### src/sv/b64sc_pkg.sv
// ============================================================================
// b64sc_pkg
// Shared types, constants and character helpers for the Base64 stream codec.
// ============================================================================
`default_nettype none

package b64sc_pkg;

    localparam logic [7:0] PAD_CHAR     = 8'h3D;
    localparam logic [7:0] CODE_PAD     = 8'hFE;
    localparam logic [7:0] CODE_INVALID = 8'hFF;

    typedef struct packed {
        logic [3:0][7:0] bytes;     // bytes[0] goes out first
        logic [1:0]      last_idx;  // number of results minus one
        logic            marker;    // empty end marker
        logic            last;      // request ends its string
        logic            halted;
    } t_job;

    typedef struct packed {
        logic full;
        logic empty;
    } t_q_stat;

    function automatic logic [7:0] enc_char(input logic [5:0] v);
        logic [7:0] r;
        if (v < 6'd26) begin
            r = 8'h41 + {2'b00, v};
        end else if (v < 6'd52) begin
            r = 8'h61 + {2'b00, v} - 8'd26;
        end else if (v < 6'd62) begin
            r = 8'h30 + {2'b00, v} - 8'd52;
        end else if (v == 6'd62) begin
            r = 8'h2B;
        end else begin
            r = 8'h2F;
        end
        return r;
    endfunction

    function automatic logic [7:0] dec_code(input logic [7:0] ch);
        logic [7:0] r;
        if (ch >= 8'h41 && ch <= 8'h5A) begin
            r = ch - 8'h41;
        end else if (ch >= 8'h61 && ch <= 8'h7A) begin
            r = ch - 8'h61 + 8'd26;
        end else if (ch >= 8'h30 && ch <= 8'h39) begin
            r = ch - 8'h30 + 8'd52;
        end else if (ch == 8'h2B) begin
            r = 8'd62;
        end else if (ch == 8'h2F) begin
            r = 8'd63;
        end else if (ch == PAD_CHAR) begin
            r = CODE_PAD;
        end else begin
            r = CODE_INVALID;
        end
        return r;
    endfunction

endpackage

`default_nettype wire

### src/sv/b64sc_front.sv
// ============================================================================
// b64sc_front
// Accepts input bytes, keeps the pending group and turns each completed
// group that yields results, or each string end, into one output request for the queue.
// ============================================================================
`default_nettype none

module b64sc_front (
    input  wire logic             i_clk,
    input  wire logic             i_rst_n,
    input  wire logic             i_cfg_wr_en,
    input  wire logic             i_cfg_wr_data,
    input  wire logic             i_accept,
    input  wire logic [7:0]       i_data_byte,
    input  wire logic             i_is_last,
    output logic                  o_push,
    output b64sc_pkg::t_job       o_job
);

    logic        r_mode;
    logic [23:0] r_hold;
    logic [1:0]  r_cnt;
    logic        r_halted;

    logic [23:0] n_hold;
    logic [1:0]  n_cnt;
    logic        n_halted;

    logic [7:0]  w_item;
    logic [23:0] w_hold_ins;
    logic [2:0]  w_n1;
    logic [7:0]  w_a;
    logic [7:0]  w_b;
    logic [7:0]  w_c;
    logic [7:0]  w_d;
    logic [7:0]  w_x0;
    logic [7:0]  w_x1;
    logic [7:0]  w_x2;
    logic [2:0]  w_k;
    logic        w_grp;
    logic        w_halt_grp;

    assign w_item = r_mode ? b64sc_pkg::dec_code(i_data_byte) : i_data_byte;
    assign w_n1   = {1'b0, r_cnt} + 3'd1;

    always_comb begin
        case (r_cnt)
            2'd0:    w_hold_ins = r_hold | {w_item, 16'h0000};
            2'd1:    w_hold_ins = r_hold | {8'h00, w_item, 8'h00};
            2'd2:    w_hold_ins = r_hold | {16'h0000, w_item};
            default: w_hold_ins = r_hold;
        endcase
    end

    // decode group operands
    always_comb begin
        if (r_cnt == 2'd3) begin
            w_a = r_hold[23:16];
            w_b = r_hold[15:8];
            w_c = r_hold[7:0];
            w_d = w_item;
        end else begin
            w_a = w_hold_ins[23:16];
            w_b = (w_n1 >= 3'd2) ? w_hold_ins[15:8] : b64sc_pkg::CODE_INVALID;
            w_c = (w_n1 >= 3'd3) ? w_hold_ins[7:0] : b64sc_pkg::CODE_PAD;
            w_d = b64sc_pkg::CODE_PAD;
        end
    end

    assign w_x0 = {w_a[5:0], w_b[5:4]};
    assign w_x1 = {w_b[3:0], w_c[5:2]};
    assign w_x2 = {w_c[1:0], w_d[5:0]};
    assign w_halt_grp = w_a[7] | w_b[7];

    always_comb begin
        n_hold      = r_hold;
        n_cnt       = r_cnt;
        n_halted    = r_halted;
        w_grp       = 1'b0;
        w_k         = 3'd0;
        o_job.bytes = '0;
        if (!r_mode) begin
            n_hold = w_hold_ins;
            n_cnt  = w_n1[1:0];
            if (w_n1 == 3'd3 || i_is_last) begin
                w_k         = 3'd4;
                o_job.bytes[0] = b64sc_pkg::enc_char(w_hold_ins[23:18]);
                o_job.bytes[1] = b64sc_pkg::enc_char(w_hold_ins[17:12]);
                o_job.bytes[2] = (w_n1 >= 3'd2) ? b64sc_pkg::enc_char(w_hold_ins[11:6])
                                                : b64sc_pkg::PAD_CHAR;
                o_job.bytes[3] = (w_n1 >= 3'd3) ? b64sc_pkg::enc_char(w_hold_ins[5:0])
                                                : b64sc_pkg::PAD_CHAR;
                n_hold = '0;
                n_cnt  = 2'd0;
            end
        end else if (!r_halted) begin
            if (r_cnt == 2'd3) begin
                w_grp  = 1'b1;
                n_hold = '0;
                n_cnt  = 2'd0;
            end else begin
                n_hold = w_hold_ins;
                n_cnt  = w_n1[1:0];
                w_grp  = i_is_last;
            end
            if (w_grp) begin
                if (w_halt_grp) begin
                    n_halted = 1'b1;
                end else begin
                    w_k = 3'd1 + {2'b00, ~w_c[7]} + {2'b00, ~w_d[7]};
                    o_job.bytes[0] = w_x0;
                    o_job.bytes[1] = w_c[7] ? w_x2 : w_x1;
                    o_job.bytes[2] = w_x2;
                end
            end
        end
        o_job.marker   = (w_k == 3'd0);
        o_job.last_idx = (w_k == 3'd0) ? 2'd0 : 2'(w_k - 3'd1);
        o_job.last     = i_is_last;
        o_job.halted   = n_halted;
        o_push         = i_accept && (i_is_last || w_k != 3'd0);
    end

    always_ff @(posedge i_clk) begin
        if (!i_rst_n) begin
            r_mode   <= 1'b0;
            r_hold   <= '0;
            r_cnt    <= 2'd0;
            r_halted <= 1'b0;
        end else if (i_cfg_wr_en) begin
            r_mode   <= i_cfg_wr_data;
            r_hold   <= '0;
            r_cnt    <= 2'd0;
            r_halted <= 1'b0;
        end else if (i_accept) begin
            if (i_is_last) begin
                r_hold   <= '0;
                r_cnt    <= 2'd0;
                r_halted <= 1'b0;
            end else begin
                r_hold   <= n_hold;
                r_cnt    <= n_cnt;
                r_halted <= n_halted;
            end
        end
    end

endmodule

`default_nettype wire

### src/sv/b64sc_queue.sv
// ============================================================================
// b64sc_queue
// Small request queue between the front and the output serializer.
// ============================================================================
`default_nettype none

module b64sc_queue #(
    parameter int DEPTH = 2
) (
    input  wire logic                  i_clk,
    input  wire logic                  i_rst_n,
    input  wire logic                  i_push,
    input  wire b64sc_pkg::t_job       i_job,
    input  wire logic                  i_pop,
    output b64sc_pkg::t_job            o_head,
    output b64sc_pkg::t_q_stat         o_stat
);

    localparam int PW = (DEPTH > 1) ? $clog2(DEPTH) : 1;
    localparam int CW = $clog2(DEPTH + 1);

    b64sc_pkg::t_job r_mem [DEPTH];
    logic [PW-1:0]   r_wr_ptr;
    logic [PW-1:0]   r_rd_ptr;
    logic [CW-1:0]   r_count;

    logic w_do_push;
    logic w_do_pop;

    assign o_stat.full  = (r_count == CW'(DEPTH));
    assign o_stat.empty = (r_count == '0);
    assign o_head       = r_mem[r_rd_ptr];
    assign w_do_push    = i_push && !o_stat.full;
    assign w_do_pop     = i_pop && !o_stat.empty;

    always_ff @(posedge i_clk) begin
        if (w_do_push) begin
            r_mem[r_wr_ptr] <= i_job;
        end
    end

    always_ff @(posedge i_clk) begin
        if (!i_rst_n) begin
            r_wr_ptr <= '0;
            r_rd_ptr <= '0;
            r_count  <= '0;
        end else begin
            if (w_do_push) begin
                r_wr_ptr <= (r_wr_ptr == PW'(DEPTH - 1)) ? '0 : r_wr_ptr + 1'b1;
            end
            if (w_do_pop) begin
                r_rd_ptr <= (r_rd_ptr == PW'(DEPTH - 1)) ? '0 : r_rd_ptr + 1'b1;
            end
            if (w_do_push && !w_do_pop) begin
                r_count <= r_count + 1'b1;
            end else if (w_do_pop && !w_do_push) begin
                r_count <= r_count - 1'b1;
            end
        end
    end

endmodule

`default_nettype wire

### src/sv/b64sc_back.sv
// ============================================================================
// b64sc_back
// Takes requests from the queue and sends their results one per cycle
// while i_stall is low, through a registered output stage.
// ============================================================================
`default_nettype none

module b64sc_back (
    input  wire logic                  i_clk,
    input  wire logic                  i_rst_n,
    input  wire b64sc_pkg::t_job       i_head,
    input  wire b64sc_pkg::t_q_stat    i_stat,
    output logic                       o_pop,
    output logic                       o_valid,
    input  wire logic                  i_stall,
    output logic [7:0]                 o_out_byte,
    output logic                       o_out_valid,
    output logic                       o_out_last,
    output logic                       o_decode_halted
);

    b64sc_pkg::t_job r_job;
    logic [1:0]      r_idx;
    logic            r_busy;
    logic            r_ovalid;
    logic [7:0]      r_obyte;
    logic            r_ovld;
    logic            r_olast;
    logic            r_ohalt;

    logic w_load;
    logic w_fin;
    logic w_take;

    assign w_load = !r_ovalid || !i_stall;
    assign w_fin  = r_busy && w_load && (r_idx == r_job.last_idx);
    assign w_take = !r_busy || w_fin;
    assign o_pop  = w_take && !i_stat.empty;

    always_ff @(posedge i_clk) begin
        if (!i_rst_n) begin
            r_busy <= 1'b0;
            r_idx  <= 2'd0;
        end else if (o_pop) begin
            r_job  <= i_head;
            r_idx  <= 2'd0;
            r_busy <= 1'b1;
        end else if (w_take) begin
            r_busy <= 1'b0;
        end else if (r_busy && w_load) begin
            r_idx <= r_idx + 2'd1;
        end
    end

    always_ff @(posedge i_clk) begin
        if (!i_rst_n) begin
            r_ovalid <= 1'b0;
        end else if (w_load) begin
            r_ovalid <= r_busy;
        end
    end

    always_ff @(posedge i_clk) begin
        if (w_load && r_busy) begin
            r_obyte <= r_job.bytes[r_idx];
            r_ovld  <= !r_job.marker;
            r_olast <= r_job.last && (r_idx == r_job.last_idx);
            r_ohalt <= r_job.halted;
        end
    end

    assign o_valid         = r_ovalid;
    assign o_out_byte      = r_obyte;
    assign o_out_valid     = r_ovld;
    assign o_out_last      = r_olast;
    assign o_decode_halted = r_ohalt;

endmodule

`default_nettype wire

### src/sv/base64_stream_codec_core.sv
// ============================================================================
// base64_stream_codec_core
// Streaming Base64 encoder/decoder: one byte in per input transfer, up to four
// result bytes out per request.
// ============================================================================
//  channel | handshake          | payload
//  --------+--------------------+----------------------------------------------
//  input   | i_valid / o_stall  | i_data_byte, i_is_last
//  output  | o_valid / i_stall  | o_out_byte, o_out_valid, o_out_last,
//          |                    | o_decode_halted
//  config  | i_cfg_wr_en        | i_cfg_wr_data (decode mode)
//
//  Input takes one byte per cycle while the request queue has room.
//  Output sends one result per cycle while i_stall is low; encode gives four
//  per three bytes, so in encode the serializer, not the input, limits throughput.
//  The first result of a completed group passes the queue, the serializer's job register and the output register.
//  Synchronous active-low reset clears mode, group state, queue and output valid.
//  o_stall is the queue-full flag; i_stall holds the output register and the serializer's progress through a request.
// ============================================================================
`default_nettype none

module base64_stream_codec_core #(
    parameter int QUEUE_DEPTH = 2
) (
    input  wire logic       i_clk,
    input  wire logic       i_rst_n,
    input  wire logic       i_cfg_wr_en,
    input  wire logic       i_cfg_wr_data,
    input  wire logic       i_valid,
    output logic            o_stall,
    input  wire logic [7:0] i_data_byte,
    input  wire logic       i_is_last,
    output logic            o_valid,
    input  wire logic       i_stall,
    output logic [7:0]      o_out_byte,
    output logic            o_out_valid,
    output logic            o_out_last,
    output logic            o_decode_halted
);

    logic                w_accept;
    logic                w_push;
    logic                w_pop;
    b64sc_pkg::t_job     w_job;
    b64sc_pkg::t_job     w_head;
    b64sc_pkg::t_q_stat  w_stat;

    assign o_stall  = w_stat.full;
    assign w_accept = i_valid && !w_stat.full;

    b64sc_front u_front (
        .i_clk         (i_clk),
        .i_rst_n       (i_rst_n),
        .i_cfg_wr_en   (i_cfg_wr_en),
        .i_cfg_wr_data (i_cfg_wr_data),
        .i_accept      (w_accept),
        .i_data_byte   (i_data_byte),
        .i_is_last     (i_is_last),
        .o_push        (w_push),
        .o_job         (w_job)
    );

    b64sc_queue #(
        .DEPTH (QUEUE_DEPTH)
    ) u_queue (
        .i_clk   (i_clk),
        .i_rst_n (i_rst_n),
        .i_push  (w_push),
        .i_job   (w_job),
        .i_pop   (w_pop),
        .o_head  (w_head),
        .o_stat  (w_stat)
    );

    b64sc_back u_back (
        .i_clk           (i_clk),
        .i_rst_n         (i_rst_n),
        .i_head          (w_head),
        .i_stat          (w_stat),
        .o_pop           (w_pop),
        .o_valid         (o_valid),
        .i_stall         (i_stall),
        .o_out_byte      (o_out_byte),
        .o_out_valid     (o_out_valid),
        .o_out_last      (o_out_last),
        .o_decode_halted (o_decode_halted)
    );

    a_no_push_when_full : assert property (@(posedge i_clk) disable iff (!i_rst_n)
        !(w_push && w_stat.full))
        else $error("request pushed into a full queue");

    a_marker_is_last : assert property (@(posedge i_clk) disable iff (!i_rst_n)
        (o_valid && !o_out_valid) |-> o_out_last)
        else $error("end marker without last flag");

    a_reset_clears_out : assert property (@(posedge i_clk)
        !i_rst_n |=> !o_valid)
        else $error("output valid right after reset");

    a_pop_needs_entry : assert property (@(posedge i_clk) disable iff (!i_rst_n)
        w_pop |-> !w_stat.empty)
        else $error("pop from an empty queue");

endmodule

`default_nettype wire
### config.mk
export PLATFORM = sky130hd
export DESIGN_NAME = base64_stream_codec_core
export DESIGN_NICKNAME = d
export VERILOG_FILES = /design/src/sv/b64sc_pkg.sv /design/src/sv/b64sc_front.sv /design/src/sv/b64sc_queue.sv /design/src/sv/b64sc_back.sv /design/src/sv/base64_stream_codec_core.sv
export SDC_FILE = /design/constraint.sdc
export NUM_CORES = 1
export LEC_CHECK = 0
export BUFFER_PORTS_ARGS = -buffer_cell sky130_fd_sc_hd__buf_2
export CAP_MARGIN = 20
export CORE_MARGIN = 2
export CORE_UTILIZATION = 30
export DETAILED_ROUTE_END_ITERATION = 8
export PLACE_DENSITY = 0.43
export SYNTH_ARGS = -nofsm -noshare
export SYNTH_HDL_FRONTEND = slang
export SYNTH_SLANG_ARGS = --single-unit
### constraint.sdc
create_clock -name i_clk -period 4.1 [get_ports i_clk]
set_clock_uncertainty 0.05 [all_clocks]
set_input_delay 0.41 -clock i_clk [delete_from_list [all_inputs] [get_ports i_clk]]
set_output_delay 0.41 -clock i_clk [all_outputs]
set_load 0.005 [all_outputs]
Yosys cells after proc, flatten, opt, wreduce, memory -nomap -nowiden
Memory sizes are Yosys's and may differ from the RTL's. A register that Yosys moved wholly into a read port is not among the register bits.
Cells that the tools add are included.
{"block": "word_totals", "ff_bits": 47, "latchBits": 0, "ram_bits": 74, "mem_bits_ro": 0, "input_bits": 15, "out_inout_bits": 13, "wordCells": 201, "mem_count": 1}
{"block": "op_classes", "add_sub_neg": 34, "n_mul": 0, "div_mod_pow": 0, "order_cmp": 21, "eq_ne": 14, "shift": 0, "muxes": 73, "bitwise": 8, "reduce_logical": 36}
{"memory": "u_queue.r_mem", "words": 2, "word_bits": 37, "read_ports": 1, "rd_clocked_by_memory_dff": 1, "wr": 1, "line": "b64sc_queue.sv:22", "rtl": "b64sc_pkg::t_job r_mem [DEPTH];"}
{"op": "$mux 8", "count": 29}
{"op": "$mux 24", "count": 9}
{"op": "$pmux 24 s3", "count": 1}
{"op": "$add 7x6->8 const A", "count": 8}
{"op": "$lt 6x6->1 const B", "count": 8}
{"op": "$sub 8x6->8 const B", "count": 5}
{"op": "$mux 32", "count": 1}
{"op": "$sub 8x5->8 const B", "count": 4}
{"op": "$add 6x6->7 const A", "count": 4}
{"op": "$mux 3", "count": 9}
{"op": "$eq 6x6->1 const B", "count": 4}
{"op": "$eq 8x6->1 const B", "count": 3}
{"op": "$lt 6x5->1 const B", "count": 4}
{"op": "$or 24x16->24", "count": 1}
{"op": "$or 24x24->24", "count": 1}
{"op": "$or 24x8->24", "count": 1}
{"op": "$bmux 8 s2", "count": 1}
{"op": "$ge 8x7->1 const B", "count": 2}
{"op": "$le 8x7->1 const B", "count": 2}
{"op": "$mux 2", "count": 8}
{"op": "$sub 8x7->8 const B", "count": 2}
{"op": "$mux 1", "count": 15}
{"op": "$logic_and 1x1->1", "count": 13}
{"op": "$add 8x5->8 const B", "count": 1}
{"op": "other kinds (26)", "count": 50}

Logic depth before layout (Yosys ltp)
Gate-level depths: netlist of run 1.
{"block": "logic_depth", "ltp_word": 27, "depth_mapped": 17, "mapped_depth_nobuf": 17}

Hierarchy
Synthesis of run 1 repeated with hierarchy kept, for this count alone.
{"block": "unflattened", "hier_cells": 851, "hier_area_um2": 9266.4}
{"module": "b64sc_front", "n_inst": 1, "cells_per_inst": 625, "area_per_inst_um2": 4441.8, "seq_area_each_um2": 560.5}
{"module": "b64sc_queue", "n_inst": 1, "cells_per_inst": 140, "area_per_inst_um2": 2900.3, "seq_area_each_um2": 2322.2}
{"module": "b64sc_back", "n_inst": 1, "cells_per_inst": 85, "area_per_inst_um2": 1910.6, "seq_area_each_um2": 1521.5}
{"module": "base64_stream_codec_core", "n_inst": 1, "cells_per_inst": 1, "area_per_inst_um2": 13.8, "seq_area_each_um2": 0.0}

Least setup slack after synthesis of run 1
Ideal clock, no wire load.
{"block": "synth_timing", "path_kind": "input-to-reg", "startpoint": "in i_data_byte[0]", "endpoint": "mem u_queue.r_mem[0][0] (netlist bit), enable pin", "setup_time_ns": 0.392, "arrival_ns": 3.651, "required_time_ns": 3.658, "path_slack_ns": 0.007, "stages": 14, "n_path_buf": 0, "path_cell_list": "inv_1 ha_1 and2b_1 o21ai_1 a2111o_1 o2111ai_4 mux2i_4 inv_1 ha_1 nand2_1 a21oi_1 o21a_1 or3_1 inv_1"}
{"block": "synth_via", "elab_chain_cells": 24, "elab_cells_between_ends": 47, "cone_classes": "7 x add/sub; 6 x order compare; 2 x eq/ne; 19 x mux; 6 x bitwise; 7 x reduce/logical"}
{"item": "from (decl)", "line": "base64_stream_codec_core.sv:31", "rtl": "input wire logic [7:0] i_data_byte,"}
{"item": "parallel branches: the longest is 5 deep, another holds $sub 8x6->8"}
{"item": "$mux 8 *", "line": "b64sc_pkg.sv:44", "rtl": "if (ch >= 8'h41 && ch <= 8'h5A) begin"}
{"item": "$mux 8 *", "line": "b64sc_front.sv:43", "rtl": "assign w_item = r_mode ? b64sc_pkg::dec_code(i_data_byte) : i_data_byte;"}
{"item": "$or 24x8->24", "line": "b64sc_front.sv:50", "rtl": "2'd2: w_hold_ins = r_hold | {16'h0000, w_item};"}
{"item": "$pmux 24 s3", "line": "b64sc_front.sv:47", "rtl": "case (r_cnt)"}
{"item": "$mux 8", "line": "b64sc_front.sv:65", "rtl": "w_c = (w_n1 >= 3'd3) ? w_hold_ins[7:0] : b64sc_pkg::CODE_PAD;"}
{"item": "$mux 8", "line": "b64sc_front.sv:57", "rtl": "if (r_cnt == 2'd3) begin"}
{"item": "$not 1->1", "line": "b64sc_front.sv:110", "rtl": "w_k = 3'd1 + {2'b00, ~w_c[7]} + {2'b00, ~w_d[7]};"}
{"item": "(+4 left out)"}
{"item": "$mux 3 *", "line": "b64sc_front.sv:96", "rtl": "end else if (!r_halted) begin"}
{"item": "$mux 3 *", "line": "b64sc_front.sv:82", "rtl": "if (!r_mode) begin"}
{"item": "$reduce_bool 3->1 *", "line": "b64sc_front.sv:121", "rtl": "o_push = i_accept && (i_is_last || w_k != 3'd0);"}
{"item": "$logic_or 1x1->1 *", "line": "b64sc_front.sv:121"}
{"item": "$logic_and 1x1->1 *", "line": "b64sc_front.sv:121"}
{"item": "$logic_and 1x1->1 *", "line": "b64sc_queue.sv:33", "rtl": "assign w_do_push = i_push && !o_stat.full;"}
{"item": "$mux 1 *", "line": "b64sc_queue.sv:37", "rtl": "if (w_do_push) begin"}
{"item": "$mux 1 (implied by the code) *", "line": "b64sc_queue.sv:38", "rtl": "r_mem[r_wr_ptr] <= i_job;"}
{"item": "to (decl)", "line": "b64sc_queue.sv:22"}
Mark *: on every way between the ends.

==> impl_metrics.yaml, run 1 <==
yosys:
  avgSynthCellArea_sq_um: 10.85
  ys_async_sr_fraction_pct: 0
  synth_flop_cell: "edfxtp_1"
  syn_inst: 899
  syn-cell-area_sq_um: 9756
  synth-seq-cells: 158
  synth_nets: 970
  ys_types: 103
  synth-edff-count: 122
  ys_seq_area_share_pct: 44.94
  yosysWarnings: 0
routing:
  vias: 7546
  drc: 0
  drt_iter0_drc: 483
  avgViaCountPerCell: 5.151
  routed_wl_microns: 28520
  firstDrtPassIters: 5
  ant_nets: 0
  routedWlPerCell_microns: 19.47
pwr:
  vdd_drop_max_uv: 264.8
  clkPwrFrac_pct: 33.7
  power_switching_w: 0.001469
  power.density_nw_per_um2: 419.8
  seq_power_share_pct: 44.3
  p_comb_share_pct: 22.0
  p_int_w: 0.003449
  p_sw_share_pct: 29.87
  power_leakage_nw: 4.313
worst_setup_path:
  critical_path.n_buffers_inverters: 4
  crit_top_cell: "buf_4"
  critPathTopFamily: "compound AO/OA/AOI/OAI gates"
  crit_fanout: 11
  max_stage_delay_ps: 570
  worst-setup-path-type: "reg -> reg"
  crit_chain: "inv_1 > ha_1 > or4_1 > buf_4 > a22o_4 > ha_1 > a21o_1 > a41o_1 > a21o_1 > buf_4 > nand3_1 > o21ai_0 > a21oi_1 > o21ai_0 > buf_4"
  cp.required_ps: 4230
  start_kind: "register"
  crit_path_top_delay_cell: "or4_1"
  end_kind: "register"
  cp.arrival_ps: 4030
clock_network:
  clkTransAtPathRegs_ps: 80
  cts_hold_buf: 0
  postCtsSetupBuffers: 0
  cts_tree: "yes"
  clock_path_buffers: 2
  cts_htree_levels: 4
  insertion_delay_ps: 430
  cts.sinks: 158
  cts_resized: 0
  clockRootBuffer: "clkbuf_16"
  numCtsBuffers: 17
finish:
  multiInputGateArea_sq_um: 4994
  seq_area_sq_um: 4385
  drive_gt1_share_pct: 26.78
  fin_nets: 1081
  fill_cells: 3244
  areaGrowthSynthToFinish_pct: 20.08
  finalInstanceArea_sq_um: 11720
  diodes: 0
  postLayoutCoreUtil_pct: 36.28
place:
  place_congestion: 0.8679
  place_area_sq_um: 11110
  portBuffers: 27
  hpwl_microns: 21230
sta:
  period_share_pct: 95.09
  slew_violations: 0
  fin_crit_ps: 3899
  fmax_mhz: 256.5
  worstMarginPinSlew_ps: 984.7
  rsz0062_at_grt: "false"
  finalHoldViolations: 0
  timing.hold.ws_ps: 200.7
  finalSetupViolCount: 0
  max-slew-margin-rel_pct: 34.35
min_path:
  hp-class: "in -> reg"
grt:
  grt_pass1_wl_microns: 44530
  grt_max_degree: 39
  antenna_found_initial: 0
  track_usage_pct: 17.20
  grt_pass1_vias: 7432
  grt_overflow: 0
floorplanning:
  die_y_microns: 184.3
  rows: 66
  coreArea_sq_um: 32290
  dieArea_sq_um: 33980
  start_util_pct: 30.21
  io_pins: 28
  die_w_microns: 184.3
status:
  status: "complete, no violations"
flow_run:
  drv_cap: 0
-- final timing paths --
| kind | depth (start not counted) | start | slack, ps | end |
|---|---|---|---|---|
| max | 15 | u_front.r_cnt[1]$_SDFFE_PP0P_ | 200 | u_queue.r_mem[0][14]$_DFFE_PP_ |
| min | 2 | i_rst_n | 200 | u_back.o_valid$_SDFFE_PN0N_ |
| max reg2reg | 15 | u_front.r_cnt[1]$_SDFFE_PP0P_ | 200 | u_queue.r_mem[0][14]$_DFFE_PP_ |
| min reg2reg | 0 | u_back.r_job[0]$_DFFE_PP_ | 370 | u_back.o_decode_halted$_DFFE_PP_ |
-- stage by stage --
step | std cells | power (W) | TNS (ps) | setup WS [ps]
after CTS | 1465 | 0.004985 | 0 | 192.3
after floorplan | 899 | 0.002882 | 0 | 7.352
after detailed placement | 1433 | 0.003319 | -207.1 | -103.6
after global placement | 1433 | 0.003318 | -409.5 | -156.5
after global routing | 1465 | 0.005145 | 0 | 4.230
final | 1465 | 0.004918 | 0 | 201.2
-- worst register-to-register path: cells and delay by family, from the launching register on --
family | cells | cell delay [ps]
DFF | 1 | 410
AOI/OAI and AO/OA | 7 | 1290
buffers and inverters | 4 | 740
adders and majority gates | 2 | 510
and+or+nand+nor | 2 | 650
-- per-layer routing --
layer,track usage [%],up-vias,wire [microns]
li1,-,3647,-
met1,23.32,3697,13440
met2,28.95,169,13700
met3,2.173,33,889
met4,4.512,0,491
met5,0,-,0
-- layout by cell type, fill, tap and decap left out, drive strengths merged, types with 5 or more instances in the layout --
cell,instances
a31oi,6
a21o,7
or3,10
inv,52
nand2b,9
o31ai,7
mux2,38
o211ai,13
o311ai,5
nor2,71
and2,11
o22ai,8
mux2i,9
and3,6
mux4,8
nor2b,16
a22o,12
o21ai,49
clkbuf,18
a21oi,44
dfxtp,36
xnor2,13
nand3,19
ha,56
nor3,23
a211oi,12
xor2,9
nand2,59
buf,140
a22oi,27
o21a,6
nand4,10
o32ai,6
a32o,7
edfxtp,122
-- synthesized netlist by cell type, drive strengths merged, types with 11 or more instances --
| master | count | area share (%) |
|---|---|---|
| buf | 20 | 1.2 |
| inv | 45 | 1.7 |
| a22o | 12 | 1.2 |
| o211ai | 13 | 1.1 |
| edfxtp | 122 | 38 |
| xnor2 | 13 | 1.2 |
| ha | 56 | 7.2 |
| a22oi | 27 | 2.2 |
| and2 | 11 | 0.71 |
| nand2 | 59 | 2.3 |
| clkbuf | 28 | 1.1 |
| o21ai | 49 | 2.8 |
| mux2 | 38 | 4.4 |
| nor3 | 23 | 1.6 |
| nand3 | 19 | 1.0 |
| dfxtp | 36 | 7.4 |
| nor2b | 16 | 1.0 |
| a21oi | 44 | 2.4 |
| a211oi | 12 | 1.1 |
| nor2 | 71 | 2.8 |
-- power groups by stage --
stage	clock network (W)	registers, W	logic (W)
2_1_floorplan	0	0.00213	0.000757
3_3_place_gp	0	0.00222	0.00109
3_5_place_dp	0	0.00223	0.00109
4_1_cts	0.00169	0.00219	0.00110
5_1_grt	0.00175	0.00221	0.00118
6_report	0.00166	0.00218	0.00108
-- cell type report --
class	instances	share of cell area [%]
inverter	46	1.474
multi-input combinational	647	42.63
clock inverter	14	1.474
tap	442	4.721
sequential	158	37.43
clock buffer	18	3.663
timing repair buffer	140	8.608
-- registers in the layout (all words and copies together) (netlist names) --
name,cells
u_front.r_cnt,2
u_queue.r_mem,74
u_back.r_job,37
u_back.o_out_byte,8
u_front.r_halted,1
u_back.r_busy,1
u_back.o_valid,1
u_queue.r_wr_ptr,1
u_front.r_mode,1
u_front.r_hold,24
u_queue.r_rd_ptr,1
u_queue.r_count,2
u_back.o_out_valid,1
u_back.o_decode_halted,1
u_back.r_idx,2
u_back.o_out_last,1
-- kinds of logic (layout without fill, tap and decap cells) --
group	after synthesis	count (layout)	synth area share, %
AOI/OAI and AO/OA	258	258	20.97
xor gates and xnor gates	22	22	1.975
adders and majority gates	56	56	7.182
buffers and inverters	94	218	4.040
DFF	158	158	44.94
muxes	55	55	7.285
and+or+nand+nor	256	256	13.61
Note: power is estimated with default switching activity, not from simulation.
==> run 2: changes to the inputs <==
--- a/config.mk
+++ b/config.mk
@@ -5,12 +5,15 @@
 export SDC_FILE = /design/constraint.sdc
 export NUM_CORES = 1
 export LEC_CHECK = 0
+export ABC_AREA = 1
 export BUFFER_PORTS_ARGS = -buffer_cell sky130_fd_sc_hd__buf_2
 export CAP_MARGIN = 20
+export CELL_PAD_IN_SITES_DETAIL_PLACEMENT = 2
+export CELL_PAD_IN_SITES_GLOBAL_PLACEMENT = 2
 export CORE_MARGIN = 2
 export CORE_UTILIZATION = 30
 export DETAILED_ROUTE_END_ITERATION = 8
-export PLACE_DENSITY = 0.43
+export PLACE_DENSITY = 0.65
 export SYNTH_ARGS = -nofsm -noshare
 export SYNTH_HDL_FRONTEND = slang
 export SYNTH_SLANG_ARGS = --single-unit
==> run 2 against run 1 <==
Sequential share of layout area rose by 1.2 points. Setup slack improved by 140 ps. Flip-flop and latch count did not move. Critical path type unchanged. Critical endpoint is now u_queue.r_count[1]$_SDFFE_PN0P_. Largest cell class unchanged.
==> impl_metrics.yaml, run 2 <==
yosys:
  ys_types: 48
  synth.most_common_cell: "nand2_1"
  ys_seq_area_share_pct: 44.29
  synthAdderAreaFrac_pct: 7.078
  synth-xor-area-share_pct: 1.416
  avgSynthCellArea_sq_um: 8.048
  ys_async_sr_fraction_pct: 0
  synth_common_cells: "nand2_1 (403), edfxtp_1 (122), inv_1 (101)"
  synth_top_area_share_pct: 37.01
  synth-seq-cells: 158
  synth-edff-count: 122
  synthTopCellsByArea: "edfxtp_1 (37%), nand2_1 (15%), dfxtp_1 (7.3%)"
  syn-cell-area_sq_um: 9899
  synth_nets: 1301
  synth_flop_cell: "edfxtp_1"
  synth_compound_area_share_pct: 11.75
  synthMuxAreaShare_pct: 0
  syn_inst: 1230
  synth.largest_area_cell: "edfxtp_1"
  yosysWarnings: 0
  synth_simple_gate_area_share_pct: 29.07
  synth_top_family_by_area: "simple AND/OR/NAND/NOR gates"
sta:
  finalSetupViolCount: 0
  fin_crit_ps: 3763
  worstMarginPinSlew_ps: 990.1
  period_share_pct: 91.77
  fmax_mhz: 265.8
  rsz0062_at_grt: "false"
  slew_violations: 0
  timing.hold.ws_ps: 179.8
  max-slew-margin-rel_pct: 33.75
  fin_tns_setup_ps: 0
  timing.final.ws_setup_ps: 337.4
  finalHoldViolations: 0
floorplanning:
  die_y_microns: 185.7
  rows: 66
  dieArea_sq_um: 34470
  coreArea_sq_um: 32540
  io_pins: 28
  start_util_pct: 30.43
  die_w_microns: 185.7
finish:
  mostFrequentLayoutCells: "nand2_1 (403), edfxtp_1 (122), inv_1 (101), nor2_1 (91), nand3_1 (68)"
  reg_top3: "u_queue.r_mem x74, u_back.r_job x37, u_front.r_hold x24"
  mostFrequentLayoutCell: "nand2_1"
  largest_register_ffs: 74
  largest_register: "u_queue.r_mem"
  areaGrowthSynthToFinish_pct: 14.69
  fin_nets: 1347
  drive_gt1_share_pct: 15.75
routing:
  vias: 8397
  routedWlPerCell_microns: 19.02
  wl_met1_microns: 16130
  wl_met2_microns: 16100
  drt_iter0_drc: 299
  firstDrtPassIters: 5
  wl_met3_microns: 459
  avgViaCountPerCell: 4.845
  ant_nets: 0
  drc: 0
  routed_wl_microns: 32970
  top_layer: "met4"
grt:
  grt_overflow: 0
  grt_max_degree: 39
  track_usage_pct: 20.20
  grt_pass1_vias: 9237
  antenna_found_initial: 0
  grt_pass1_wl_microns: 52970
worst_setup_path:
  worst_r2r_path_depth: 18
  critPathTopFamily: "simple AND/OR/NAND/NOR gates"
  worstSetupPathDepth: 18
  max_stage_delay_ps: 440
  worst-setup-path-type: "reg -> reg"
  crit_chain: "ha_1 > inv_1 > nand2_1 > clkinv_1 > buf_4 > nand3_1 > nand3_1 > ha_1 > nand2_1 > nand4_1 > nand4_1 > nand2_1 > inv_1 > ha_1 > a21oi_1 > o21ai_0 > o21ai_0 > a21oi_1"
  r2r_slack_ps: 340
  end_kind: "register"
  crit_path_top_delay_cell: "dfxtp_1"
  cp.required_ps: 4380
  r2r_end: "u_queue.r_count[1]$_SDFFE_PN0P_"
  crit_fanout: 8
  r2r_start: "u_front.r_cnt[0]$_SDFFE_PP0P_"
  critical_path.n_buffers_inverters: 4
  start_kind: "register"
  cp.arrival_ps: 4040
place:
  hpwl_microns: 25480
  place_ws_ps: -2.103
  portBuffers: 27
  place_congestion: 0.8472
min_path:
  hold_path.startpoint: "i_rst_n"
  hp-class: "in -> reg"
  min_path_cells: 3
  min_to: "u_queue.r_wr_ptr$_SDFFE_PN0N_"
pwr:
  power.density_nw_per_um2: 437.6
  vdd_drop_max_uv: 264.5
  power_leakage_nw: 4.873
clock_network:
  cts.sinks: 158
  postCtsSetupBuffers: 0
  cts_htree_levels: 4
  clkTransAtPathRegs_ps: 80
  clockRootBuffer: "clkbuf_16"
  insertion_delay_ps: 440
  numCtsBuffers: 17
  cts_resized: 0
  cts_tree: "yes"
  clock_path_buffers: 2
  cts_hold_buf: 0
flow_run:
  drv_cap: 0
status:
  status: "complete, no violations"
## run 2: power breakdown
part | switching [W] | internal [W]
Combinational | 0.000823 | 0.000319
Clock | 0.000794 | 0.000883
Sequential | 0.0000776 | 0.00207
## run 2: layout make-up
| cell class | count | area [sq um] |
|---|---|---|
| inverter | 128 | 480.5 |
| multi-input combinational | 912 | 4903 |
| tap | 442 | 553.0 |
| clock buffer | 17 | 425.4 |
| antenna | 2 | 5.005 |
| sequential | 158 | 4384 |
| fill | 3788 | 21180 |
| clock inverter | 15 | 188.9 |
| timing repair buffer | 59 | 412.9 |
## run 2: kinds of logic (layout without fill, tap and decap cells)
kind of cell | after synthesis | after routing
adders and majority gates | 56 | 56
and+or+nand+nor | 652 | 652
AOI/OAI and AO/OA | 188 | 188
xor gates and xnor gates | 16 | 16
other | 0 | 2
DFF | 158 | 158
buffers and inverters | 160 | 219
## run 2: worst register-to-register path: cells and delay by family (launching register included)
family | cells | cell delay (ps)
simple gates | 7 | 1210
buf+inv | 4 | 450
fa+ha+maj | 3 | 1050
flops | 1 | 440
compound gates | 4 | 460
## run 2: per-layer routing
metal / track usage [%] / up-vias
li1: - / 4158
met1: 27.05 / 4156
met2: 35.54 / 62
met3: 1.996 / 21
met4: 3.811 / 0
met5: 0 / -
## run 2: stage by stage
stage	instance area (sq um)	utilization, %	total power, W	cells
final	11350	34.89	0.004968	1733
after CTS	11350	34.88	0.005046	1731
after floorplan	9902	-	0.002887	1230
after detailed placement	10730	32.99	0.003361	1699
after global routing	11350	34.88	0.005245	1731
after global placement	10730	32.99	0.003309	1699
## run 2: worst max-delay path by stage
stage                                  start                               to
2_1_floorplan                 i_data_byte[3]    u_queue.r_mem[0][0]$_DFFE_PP_
3_3_place_gp                  i_data_byte[2]   u_queue.r_mem[0][33]$_DFFE_PP_
3_5_place_dp                  i_data_byte[1]  u_queue.r_count[1]$_SDFFE_PN0P_
4_1_cts        u_front.r_cnt[0]$_SDFFE_PP0P_  u_queue.r_count[1]$_SDFFE_PN0P_
5_1_grt        u_front.r_cnt[1]$_SDFFE_PP0P_  u_queue.r_count[1]$_SDFFE_PN0P_
6_report       u_front.r_cnt[0]$_SDFFE_PP0P_  u_queue.r_count[1]$_SDFFE_PN0P_
==> run 3: changes to the inputs <==
--- a/config.mk
+++ b/config.mk
@@ -14,6 +14,7 @@
 export CORE_UTILIZATION = 30
 export DETAILED_ROUTE_END_ITERATION = 8
 export PLACE_DENSITY = 0.65
+export SETUP_SLACK_MARGIN = 0.4
 export SYNTH_ARGS = -nofsm -noshare
 export SYNTH_HDL_FRONTEND = slang
 export SYNTH_SLANG_ARGS = --single-unit
==> run 3 against run 2 <==
Critical path depth rose by 7. Setup slack improved by 320 ps. First-iteration DRC count rose by 17%. Final cell count rose by 0.23%. Combinational power barely moved. Utilization rose by 0.25 points. Largest cell class unchanged.
==> impl_metrics.yaml, run 3 (synthesized netlist as in run 2, its figures left out) <==
status:
  status: "complete, no violations"
finish:
  areaGrowthSynthToFinish_pct: 15.50
  reg_top3: "u_queue.r_mem x74, u_back.r_job x37, u_front.r_hold x24"
  diodes: 0
  largest_register: "u_queue.r_mem"
  fin_nets: 1353
  fill_cells: 3816
  drive_gt1_share_pct: 17.30
  mostFrequentLayoutCells: "nand2_1 (399), edfxtp_1 (122), inv_1 (96), nor2_1 (89), nand3_1 (67)"
  largest_register_ffs: 74
  mostFrequentLayoutCell: "nand2_1"
min_path:
  min_to: "u_front.r_mode$_SDFFE_PN0P_"
  hp-class: "in -> reg"
  min_path_cells: 3
  hold_path.startpoint: "i_cfg_wr_data"
worst_setup_path:
  critical_path.n_buffers_inverters: 4
  cp.required_ps: 4380
  end_kind: "register"
  r2r_slack_ps: 660
  crit_top_cell: "nand2_1"
  worst_r2r_path_depth: 17
  critPathTopFamily: "simple AND/OR/NAND/NOR gates"
  r2r_start: "u_front.r_cnt[0]$_SDFFE_PP0P_"
  r2r_end: "u_queue.r_count[1]$_SDFFE_PN0P_"
  worst-setup-path-type: "in -> reg"
  cp.arrival_ps: 3720
  start_kind: "primary input"
  crit_path_top_delay_cell: "ha_1"
  crit_fanout: 8
  crit_start: "i_data_byte[0]"
  max_stage_delay_ps: 340
floorplanning:
  die_w_microns: 185.7
  rows: 66
  start_util_pct: 30.43
  dieArea_sq_um: 34470
  coreArea_sq_um: 32540
  die_y_microns: 185.7
  io_pins: 28
sta:
  fin_crit_ps: 3440
  fmax_mhz: 290.7
  worstMarginPinSlew_ps: 961.7
  slew_violations: 0
  finalHoldViolations: 0
  fin_tns_setup_ps: 0
  rsz0062_at_grt: "true"
  timing.final.ws_setup_ps: 660.2
  period_share_pct: 83.90
  finalSetupViolCount: 0
  max-slew-margin-rel_pct: 35.65
clock_network:
  cts.sinks: 158
  insertion_delay_ps: 450
  numCtsBuffers: 17
  clkTransAtPathRegs_ps: 70
  cts_htree_levels: 4
  clockRootBuffer: "clkbuf_16"
  clock_path_buffers: 2
  cts_tree: "yes"
  cts_hold_buf: 0
routing:
  routed_wl_microns: 32890
  vias: 8398
  avgViaCountPerCell: 4.835
  drt_iter0_drc: 351
  drc: 0
  firstDrtPassIters: 4
  routedWlPerCell_microns: 18.93
  ant_nets: 0
pwr:
  power.density_nw_per_um2: 425.6
  vdd_drop_max_uv: 243.8
  power_leakage_nw: 4.882
grt:
  antenna_found_initial: 0
  grt_overflow: 0
  grt_pass1_wl_microns: 52380
  grt_pass1_vias: 9143
  track_usage_pct: 20.06
  grt_max_degree: 40
flow_run:
  drv_cap: 0
place:
  place_ws_ps: 53.33
  hpwl_microns: 25560
  place_congestion: 0.8774
  portBuffers: 27
## run 3: changes by cell type in the layout (fill, tap and decap cells not counted), sizes merged
cell      change
clkinv        -2
buf           +6
clkinvlp      +5
bufinv        -1
inv           -2
diode         -2
## run 3: where the power goes
group	internal, W	switching, W
registers	0.00207	0.0000719
clock network	0.000808	0.000761
logic	0.000322	0.000832
## run 3: metrics by stage
step,utilization [%],hold WS [ps],instance area (sq um),total power [W],std cells
floorplan,-,350.3,9911,0.002888,1230
global placement,33.06,351.6,10760,0.003303,1703
detailed placement,33.06,385.7,10760,0.003356,1703
CTS,34.88,144.9,11350,0.004922,1736
global route,35.14,173.9,11430,0.005135,1737
finish,35.14,154.8,11430,0.004867,1737
## run 3: layout make-up
type	count	area [sq um]	share of cell area, %
Inverter	128	488.0	4.268
Multi-Input combinational cell	912	4969	43.46
Clock buffer	17	425.4	3.721
Sequential cell	158	4384	38.35
Tap cell	442	553.0	4.837
Clock inverter	15	148.9	1.302
Timing Repair Buffer	65	465.4	4.071
## run 3: worst max path at each step
stage,cells after the start,slack (ps),to
2_1_floorplan,20,450,u_queue.r_mem[0][0]$_DFFE_PP_
3_3_place_gp,24,230,u_queue.r_mem[0][29]$_DFFE_PP_
3_5_place_dp,24,50,u_queue.r_count[1]$_SDFFE_PN0P_
4_1_cts,17,400,u_queue.r_count[1]$_SDFFE_PN0P_
5_1_grt,25,310,u_queue.r_count[1]$_SDFFE_PN0P_
6_report,25,660,u_queue.r_count[1]$_SDFFE_PN0P_
## run 3: worst register-to-register path, delay by kind of cell (launching register included)
| kind | cells | cell delay, ps |
|---|---|---|
| AOI/OAI and AO/OA | 4 | 470 |
| adders and majority gates | 3 | 940 |
| buffers and inverters | 2 | 210 |
| DFF | 1 | 430 |
| and+or+nand+nor | 8 | 1220 |
## run 3: repair_timing
item,in CTS,in global routing
endpoints found under the hold margin,0,0
setup buffers,1,0
setup endpoints to repair,37,68
resized for setup,3,17
pin swaps,0,2
## run 3: layer usage
metal	GRT usage (%)	vias up	wire, microns	share of wire, %
met3	2.230	17	657	2.0
li1	-	4167	-	-
met1	26.23	4142	15730	48
met2	35.66	72	16170	49
met5	0	-	0	0
met4	4.189	0	330	1.0
